[src/design/tss_pkg.sv]
package tss_pkg;

    localparam int TOTAL_SLOTS = 48;
    localparam int REGION_MAX  = TOTAL_SLOTS / 3;
    localparam int ADDR_W      = $clog2(TOTAL_SLOTS);
    localparam int TOP_W       = $clog2(TOTAL_SLOTS + 1);
    localparam int SIZE_W      = 5;
    localparam int CALC_W      = (TOP_W > SIZE_W) ? TOP_W : SIZE_W;
    localparam int WORD_W      = 32;

    localparam int SIZE_RESET  = 4;
    localparam int EFF_RESET   = (SIZE_RESET > REGION_MAX) ? REGION_MAX : SIZE_RESET;

    localparam logic [1:0] CMD_PUSH   = 2'd0;
    localparam logic [1:0] CMD_POP    = 2'd1;
    localparam logic [1:0] CMD_SEARCH = 2'd2;

    localparam logic [1:0] SEL_NONE   = 2'd0;
    localparam logic [1:0] SEL_ONE    = 2'd1;
    localparam logic [1:0] SEL_TWO    = 2'd2;
    localparam logic [1:0] SEL_THREE  = 2'd3;

    localparam logic [2:0] ST_OK        = 3'd0;
    localparam logic [2:0] ST_FULL      = 3'd1;
    localparam logic [2:0] ST_EMPTY     = 3'd2;
    localparam logic [2:0] ST_INVALID   = 3'd3;
    localparam logic [2:0] ST_NOT_FOUND = 3'd4;

    typedef struct packed {
        logic [1:0]               cmd;
        logic [1:0]               stack_sel;
        logic signed [WORD_W-1:0] value;
    } tss_item_t;

    typedef struct packed {
        logic [2:0]               status;
        logic signed [WORD_W-1:0] data;
    } tss_result_t;

    typedef struct packed {
        logic                     we;
        logic [ADDR_W-1:0]        waddr;
        logic signed [WORD_W-1:0] wdata;
        logic [ADDR_W-1:0]        raddr;
    } tss_mem_req_t;

endpackage

[src/design/tss_mem.sv]
module tss_mem
    import tss_pkg::*;
(
    input  logic                     clk,
    input  tss_mem_req_t             req,
    output logic signed [WORD_W-1:0] rdata
);

    logic signed [WORD_W-1:0] mem [TOTAL_SLOTS];
    logic signed [WORD_W-1:0] rdata_reg;

    // one write port, one read port, registered read data
    always_ff @(posedge clk)
    begin
        if (req.we)
        begin
            mem[req.waddr] <= req.wdata;
        end
        rdata_reg <= mem[req.raddr];
    end

    assign rdata = rdata_reg;

endmodule

[src/design/tss_ctrl.sv]
module tss_ctrl
    import tss_pkg::*;
(
    input  logic                     clk,
    input  logic                     rst_n,
    input  logic                     start,
    output logic                     busy,
    input  tss_item_t                item,
    output logic                     done,
    output tss_result_t              result,
    input  logic                     cfg_valid,
    output logic                     cfg_ready,
    input  logic [SIZE_W-1:0]        cfg_data,
    output tss_mem_req_t             mem_req,
    input  logic signed [WORD_W-1:0] mem_rdata
);

    typedef enum logic [1:0] {
        S_IDLE,
        S_POP,
        S_SEARCH
    } state_t;

    state_t                   state_reg, state_next;
    logic                     busy_reg, busy_next;
    logic                     done_reg, done_next;
    tss_result_t              result_reg, result_next;
    logic [SIZE_W-1:0]        size_reg, size_next;
    logic [TOP_W-1:0]         top_reg [3];
    logic [TOP_W-1:0]         top_next [3];
    logic [ADDR_W-1:0]        idx_reg, idx_next;
    logic [ADDR_W-1:0]        base_reg, base_next;
    logic signed [WORD_W-1:0] value_reg, value_next;

    logic                     accept;
    logic [CALC_W-1:0]        eff_size;
    logic [CALC_W-1:0]        base_c;
    logic [CALC_W-1:0]        limit_c;
    logic [CALC_W-1:0]        top_c;
    logic [1:0]               sel_idx;

    assign accept    = start && !busy_reg;
    assign cfg_ready = !busy_reg;
    assign busy      = busy_reg;
    assign done      = done_reg;
    assign result    = result_reg;
    assign sel_idx   = item.stack_sel - 2'd1;

    always_comb
    begin
        if (CALC_W'(size_reg) > CALC_W'(REGION_MAX))
        begin
            eff_size = CALC_W'(REGION_MAX);
        end
        else
        begin
            eff_size = CALC_W'(size_reg);
        end
    end

    // region base and current top of the selected stack
    always_comb
    begin
        unique case (item.stack_sel)
            SEL_ONE:
            begin
                base_c = '0;
                top_c  = CALC_W'(top_reg[0]);
            end
            SEL_TWO:
            begin
                base_c = eff_size;
                top_c  = CALC_W'(top_reg[1]);
            end
            SEL_THREE:
            begin
                base_c = eff_size << 1;
                top_c  = CALC_W'(top_reg[2]);
            end
            default:
            begin
                base_c = '0;
                top_c  = '0;
            end
        endcase
        limit_c = base_c + eff_size;
    end

    always_comb
    begin
        state_next  = state_reg;
        busy_next   = busy_reg;
        done_next   = 1'b0;
        result_next = result_reg;
        size_next   = size_reg;
        top_next    = top_reg;
        idx_next    = idx_reg;
        base_next   = base_reg;
        value_next  = value_reg;
        mem_req     = '0;

        unique case (state_reg)
            S_IDLE:
            begin
                if (accept)
                begin
                    done_next   = 1'b1;
                    result_next = '{status: ST_OK, data: '0};
                    if (item.stack_sel == SEL_NONE)
                    begin
                        result_next.status = ST_INVALID;
                    end
                    else
                    begin
                        case (item.cmd)
                            CMD_PUSH:
                            begin
                                if (top_c >= limit_c)
                                begin
                                    result_next.status = ST_FULL;
                                end
                                else
                                begin
                                    mem_req.we        = 1'b1;
                                    mem_req.waddr     = ADDR_W'(top_c);
                                    mem_req.wdata     = item.value;
                                    top_next[sel_idx] = TOP_W'(top_c + 1'b1);
                                end
                            end
                            CMD_POP:
                            begin
                                if (top_c <= base_c)
                                begin
                                    result_next.status = ST_EMPTY;
                                end
                                else
                                begin
                                    done_next         = 1'b0;
                                    busy_next         = 1'b1;
                                    state_next        = S_POP;
                                    mem_req.raddr     = ADDR_W'(top_c - 1'b1);
                                    idx_next          = ADDR_W'(top_c - 1'b1);
                                    top_next[sel_idx] = TOP_W'(top_c - 1'b1);
                                end
                            end
                            CMD_SEARCH:
                            begin
                                if (top_c <= base_c)
                                begin
                                    result_next.status = ST_NOT_FOUND;
                                end
                                else
                                begin
                                    done_next     = 1'b0;
                                    busy_next     = 1'b1;
                                    state_next    = S_SEARCH;
                                    mem_req.raddr = ADDR_W'(top_c - 1'b1);
                                    idx_next      = ADDR_W'(top_c - 1'b1);
                                    base_next     = ADDR_W'(base_c);
                                    value_next    = item.value;
                                end
                            end
                            default:
                            begin
                            end
                        endcase
                    end
                end

                if (cfg_valid && cfg_ready)
                begin
                    size_next = cfg_data;
                    if (CALC_W'(cfg_data) > CALC_W'(REGION_MAX))
                    begin
                        top_next[0] = '0;
                        top_next[1] = TOP_W'(REGION_MAX);
                        top_next[2] = TOP_W'(2 * REGION_MAX);
                    end
                    else
                    begin
                        top_next[0] = '0;
                        top_next[1] = TOP_W'(cfg_data);
                        top_next[2] = TOP_W'({1'b0, cfg_data} << 1);
                    end
                end
            end

            S_POP:
            begin
                // read data of the old top is here: return it, clear the slot
                mem_req.we    = 1'b1;
                mem_req.waddr = idx_reg;
                mem_req.wdata = '0;
                result_next   = '{status: ST_OK, data: mem_rdata};
                done_next     = 1'b1;
                busy_next     = 1'b0;
                state_next    = S_IDLE;
            end

            S_SEARCH:
            begin
                if (mem_rdata == value_reg)
                begin
                    result_next = '{status: ST_OK, data: mem_rdata};
                    done_next   = 1'b1;
                    busy_next   = 1'b0;
                    state_next  = S_IDLE;
                end
                else if (idx_reg == base_reg)
                begin
                    result_next = '{status: ST_NOT_FOUND, data: '0};
                    done_next   = 1'b1;
                    busy_next   = 1'b0;
                    state_next  = S_IDLE;
                end
                else
                begin
                    // fetch the next lower entry while this one is compared
                    mem_req.raddr = idx_reg - 1'b1;
                    idx_next      = idx_reg - 1'b1;
                end
            end

            default:
            begin
                state_next = S_IDLE;
                busy_next  = 1'b0;
            end
        endcase
    end

    always_ff @(posedge clk or negedge rst_n)
    begin
        if (!rst_n)
        begin
            state_reg  <= S_IDLE;
            busy_reg   <= 1'b0;
            done_reg   <= 1'b0;
            result_reg <= '0;
            size_reg   <= SIZE_W'(SIZE_RESET);
            top_reg[0] <= '0;
            top_reg[1] <= TOP_W'(EFF_RESET);
            top_reg[2] <= TOP_W'(2 * EFF_RESET);
        end
        else
        begin
            state_reg  <= state_next;
            busy_reg   <= busy_next;
            done_reg   <= done_next;
            result_reg <= result_next;
            size_reg   <= size_next;
            top_reg    <= top_next;
        end
    end

    always_ff @(posedge clk)
    begin
        idx_reg   <= idx_next;
        base_reg  <= base_next;
        value_reg <= value_next;
    end

    a_done_not_busy: assert property (@(posedge clk) disable iff (!rst_n)
        !(done_reg && busy_reg))
        else $error("result strobe while still busy");

    a_push_one_cycle: assert property (@(posedge clk) disable iff (!rst_n)
        (accept && item.cmd == CMD_PUSH) |=> done_reg)
        else $error("push result not given in the next cycle");

    a_pop_two_cycles: assert property (@(posedge clk) disable iff (!rst_n)
        (state_reg == S_POP) |=> (done_reg && !busy_reg))
        else $error("pop did not finish after its memory read");

    a_tops_in_range: assert property (@(posedge clk) disable iff (!rst_n)
        (top_reg[0] <= top_reg[1]) && (top_reg[1] <= top_reg[2])
        && (CALC_W'(top_reg[2]) <= CALC_W'(TOTAL_SLOTS)))
        else $error("stack tops out of order or beyond memory");

    a_search_idx_floor: assert property (@(posedge clk) disable iff (!rst_n)
        (state_reg == S_SEARCH) |-> (idx_reg >= base_reg))
        else $error("search walked below the region base");

endmodule

[src/design/three_stacks_shared_memory.sv]
// Three stacks in one shared word memory.
//
// Command channel: present item (cmd, stack_sel, value) with start high;
// the transfer happens at a rising edge where start is high and busy is low.
// Each command yields exactly one result on the result port, flagged by a
// one-cycle done strobe. The receiver cannot stall, so take the result in
// the cycle it is shown.
// Results and throughput by command:
//   push, invalid stack, unused command, full/empty cases: result strobed
//   in the following cycle; busy stays low, so these can go back to back;
//   pop: read the top word, then clear its slot, with busy high meanwhile;
//   search: k entries compared, at most the region size (16), busy high.
// The memory has a single read port and reads one word per cycle.
// Configuration: a cfg_valid/cfg_ready transfer writes stack_size and moves
// all tops back to their region bases; memory contents stay. cfg_ready is low
// while a pop or search is in progress.
// Reset: tops go to 0, 4, 8 (size 4). No memory clear is needed: only words
// pushed since the last rebase are ever read back.
module three_stacks_shared_memory
    import tss_pkg::*;
(
    input  logic              clk,
    input  logic              rst_n,
    input  logic              start,
    output logic              busy,
    input  tss_item_t         item,
    output logic              done,
    output tss_result_t       result,
    input  logic              cfg_valid,
    output logic              cfg_ready,
    input  logic [SIZE_W-1:0] cfg_data
);

    // memory request from control, registered read data back in the next cycle
    tss_mem_req_t             mem_req;
    logic signed [WORD_W-1:0] mem_rdata;

    // command decode, top pointers, search walk and result register
    tss_ctrl u_ctrl (
        .clk       (clk),
        .rst_n     (rst_n),
        .start     (start),
        .busy      (busy),
        .item      (item),
        .done      (done),
        .result    (result),
        .cfg_valid (cfg_valid),
        .cfg_ready (cfg_ready),
        .cfg_data  (cfg_data),
        .mem_req   (mem_req),
        .mem_rdata (mem_rdata)
    );

    // shared word store for all three regions
    tss_mem u_mem (
        .clk   (clk),
        .req   (mem_req),
        .rdata (mem_rdata)
    );

endmodule

[config.mk]
export PLATFORM = sky130hd
export DESIGN_NAME = three_stacks_shared_memory
export DESIGN_NICKNAME = d
export VERILOG_FILES = /design/src/design/tss_pkg.sv /design/src/design/tss_mem.sv /design/src/design/tss_ctrl.sv /design/src/design/three_stacks_shared_memory.sv
export SDC_FILE = /design/constraint.sdc
export NUM_CORES = 2
export LEC_CHECK = 0
export ABC_AREA = 0
export BUFFER_PORTS_ARGS = -buffer_cell sky130_fd_sc_hd__buf_2
export CORE_MARGIN = 4
export CORE_UTILIZATION = 50
export DETAILED_ROUTE_END_ITERATION = 16
export GPL_ROUTABILITY_DRIVEN = 0
export PLACE_DENSITY = 0.75
export SYNTH_ARGS = -nofsm -noshare
export SYNTH_HDL_FRONTEND = slang
export SYNTH_SLANG_ARGS = --single-unit
export TNS_END_PERCENT = 1
[constraint.sdc]
create_clock -name clk -period 10.6 [get_ports clk]
set_input_delay 0.53 -clock clk [delete_from_list [all_inputs] [get_ports clk]]
set_output_delay 0.53 -clock clk [all_outputs]
set_load 0.1 [all_outputs]
==> flow_summary_export.csv <==
group,metric,value,unit
outcome,status,"complete, no violations",
timing,finalSetupViolCount,0,
cts,clock-root-buffer,"clkbuf_16",
setup_path,cp-start-kind,"flop",
synth,synthArstFlopShare,0.0370,
timing,fin_crit_sh,0.643,
timing,tns,0,ns
timing,slew_violations,0,
setup_path,rr_startpoint,"u_ctrl.size_reg[4]",
route,vias,42300,
flow_run,cap_violations,0,
hold_path,holdPathStages,2,
cts,cts-hold-fix-buffers,33,
cts,clk_latency,0.80,ns
cts,clock_path_buffers,3,
floorplanning,core,135000,µm²
setup_path,reg2reg_to,"u_mem.mem[33][25]",
pwr,pwr-share-comb,0.007,
setup_path,cp-startpoint,"u_ctrl.size_reg[4]",
cts,cts_made_buffers,159,
route,wl_per_cell,31.1,µm
synth,synth-edff-count,1580,
timing,max_freq,147,MHz
place,dp_hpwl,108,mm
floorplanning,die_area,142000,µm²
floorplanning,die_w,377,µm
pwr,p_sw,2.51,mW
timing,rsz0062_at_grt,"false",
global_route,grt_max_degree,178,
timing,skew,0.0307,ns
timing,fin_crit,6.82,ns
pwr,p_clk_frac,0.439,
synth,ys_seq_area_frac,0.728,
final_layout,drive_gt1_frac,0.144,
hold_path,min_delay_worst_endpoint,"u_ctrl.size_reg[4]",
global_route,grt_pass1_vias,40600,
floorplanning,pin_count,83,
cts,cts_tree,"yes",
timing,tightest_slew,1.36,ns
hold_path,holdCritStartpoint,"cfg_data[4]",
global_route,grt.overflow.total,0,
timing,slew_headroom,0.0912,
place,port_buffers,82,
synth,syn_area,68200,µm²
pwr,powerDensity,168,nW/µm²
route,wirelength,196,mm
setup_path,critPathArrivalTime,7.27,ns
route,via_per_inst,6.70,
synth,synth_flop_cell,"edfxtp_1",
synth,syn-num-nets,4396,
final_layout,final_nets,4470,
timing,whs,0.0514,ns
cts,post_cts_buffers,0,
pwr,ir_drop,0.149,mV
cts,cts.htree.levels,4,
route,ant_nets,0,
synth,syn_inst,4322,
setup_path,required,11.05,ns
synth,yosys_warnings,0,
pwr,leakagePower,22.4,nW
pwr,pwr-share-seq,0.554,
cts,cts.sinks,1674,
cts,ctsResizeCount,0,
setup_path,crit_fanout,37,
synth,ys_ff_latch,1674,
floorplanning,num_rows,135,
synth,avgSynthCellArea,15.8,µm²
floorplanning,die_height,377,µm
global_route,grt.total_usage,0.271,
synth,synth_cell_types,83,
route,first_pass_iters,9,
pwr,p_int,10.3,mW
timing,finalHoldViolations,0,
route,drc,0,
route,drt_iter0_drc,6456,
setup_path,cp-end-kind,"flop",
global_route,antenna_found_initial,6,
hold_path,hold_path.class,"in -> reg",
setup_path,reg2reg_depth,15,
cts,clk_pin_slew,0.06,ns
floorplanning,start_util,0.503,
global_route,grt_pass1_wl,282,mm
pwr,p_sw_frac,0.195,
final_layout,area_growth,12.3,%
setup_path,r2r_slack,3.78,ns
setup_path,critPathKind,"reg -> reg",
final_layout,largest_register_ff_count,1536,
kinds of logic after synthesis:
| kind of cell | count (synthesis) | synth area share |
|---|---|---|
| flip-flops | 1674 | 0.728 |
| buffers and inverters | 357 | 0.0229 |
| AND/OR/NAND/NOR | 684 | 0.0552 |
| adder cells (fa/ha/maj) | 29 | 0.00543 |
| multiplexers | 442 | 0.0658 |
| AO/OA/AOI/OAI | 1081 | 0.116 |
| XOR/XNOR | 55 | 0.00706 |
cell usage after synthesis (6+ instances only):
| cell | instances | share of area |
|---|---|---|
| o21ba_2 | 29 | 0.0043 |
| nand4_1 | 9 | 0.00083 |
| and2_1 | 33 | 0.0030 |
| a22oi_1 | 6 | 0.00066 |
| a21o_1 | 14 | 0.0015 |
| a22o_1 | 39 | 0.0050 |
| nor4_1 | 105 | 0.0096 |
| buf_1 | 7 | 0.00039 |
| o31ai_1 | 33 | 0.0036 |
| dfrtp_1 | 59 | 0.022 |
| a211oi_1 | 421 | 0.046 |
| o22ai_1 | 33 | 0.0030 |
| xnor2_1 | 16 | 0.0021 |
| a2111oi_0 | 7 | 0.00090 |
| nor2_1 | 69 | 0.0038 |
| dfxtp_1 | 32 | 0.0094 |
| and3_1 | 231 | 0.021 |
| nand3_1 | 45 | 0.0033 |
| edfxtp_1 | 1580 | 0.70 |
| clkbuf_1 | 195 | 0.011 |
| o221ai_1 | 34 | 0.0044 |
| mux2_2 | 48 | 0.0079 |
| buf_2 | 104 | 0.0076 |
| o21ai_1 | 18 | 0.0013 |
| a221oi_1 | 31 | 0.0040 |
| nand2_1 | 144 | 0.0079 |
| mux2i_1 | 392 | 0.058 |
| a21oi_1 | 104 | 0.0076 |
| o2bb2ai_1 | 120 | 0.015 |
| xor2_1 | 39 | 0.0050 |
| ha_1 | 28 | 0.0051 |
| inv_1 | 29 | 0.0016 |
| o21ai_0 | 143 | 0.010 |
| buf_4 | 15 | 0.0017 |
| nor2b_1 | 8 | 0.00073 |
worst max-delay path, cell delays in order (launching register included):
cell      delay [ns]
dfrtp_1         0.51
nor2b_1         0.29
nor3b_1         0.46
ha_1            0.26
inv_1           0.06
fa_1            0.45
ha_1            0.30
a21o_1          0.16
a21o_1          0.18
a21o_1          0.17
a21o_1          0.24
a211oi_4        1.06
a22oi_1         0.39
nand2b_1        0.72
nor2_4          0.77
buf_4           0.41
area by class of cell:
| type | count | area [µm²] |
|---|---|---|
| clock buffers | 222 | 4400 |
| repair buffers | 238 | 1760 |
| clock inverters | 70 | 783 |
| diodes | 2 | 5.00 |
| fillers | 10100 | 58900 |
| well taps | 1781 | 2230 |
| flip-flops and latches | 1674 | 49600 |
| multi-input cells | 2291 | 17700 |
| inverters | 32 | 123 |
placed cells by master, fill, tap and decap left out, drive strengths merged, types with 34 or more instances in the layout:
master   count
mux2i      392
inv         38
dfrtp       59
nor4       106
a22o        39
clkinv      52
xor2        39
a21oi      106
o2bb2ai    120
mux2        50
edfxtp    1580
nand2      147
o221ai      34
a211oi     422
nand3       45
nor2        70
buf        205
o21ai      161
clkbuf     222
and3       231
layer usage:
layer | GRT usage | wire (µm) | share of wire
met1 | 0.364 | 71900 | 0.37
met2 | 0.406 | 87400 | 0.45
met3 | 0.0685 | 25100 | 0.13
met4 | 0.150 | 11800 | 0.060
met5 | 0 | 11 | 0.000056
worst max-delay path by stage:
stage / end / slack (ns) / cells past startpoint
floorplan: u_mem.mem[32][0] / 4.75 / 16
global placement: u_mem.rdata[2] / 3.55 / 16
detailed placement: u_mem.rdata[20] / 3.47 / 16
CTS: u_mem.mem[33][14] / 3.90 / 15
global route: u_mem.mem[33][25] / 3.53 / 15
finish: u_mem.mem[33][25] / 3.78 / 15
per-stage QoR:
step	cell area, µm²	instances	util	setup WS (ns)	total power [mW]
after detailed placement	71100	5983	0.525	3.47	7.35
after global placement	71100	5983	0.525	3.55	7.35
after global routing	76600	6308	0.566	3.53	13.2
after floorplan	68200	4322	-	4.75	7.31
final	76600	6310	0.566	3.78	12.9
after CTS	76600	6308	0.566	3.90	12.9
power by group through the flow:
| stage | sequential (mW) | combinational, mW | clock, mW |
|---|---|---|---|
| CTS | 7.13 | 0.0906 | 5.68 |
| detailed placement | 7.27 | 0.0803 | 0 |
| global placement | 7.27 | 0.0797 | 0 |
| global route | 7.12 | 0.0984 | 5.96 |
| finish | 7.13 | 0.0921 | 5.64 |
| floorplan | 7.27 | 0.0411 | 0 |
Note: power is estimated with default switching activity, not from simulation.
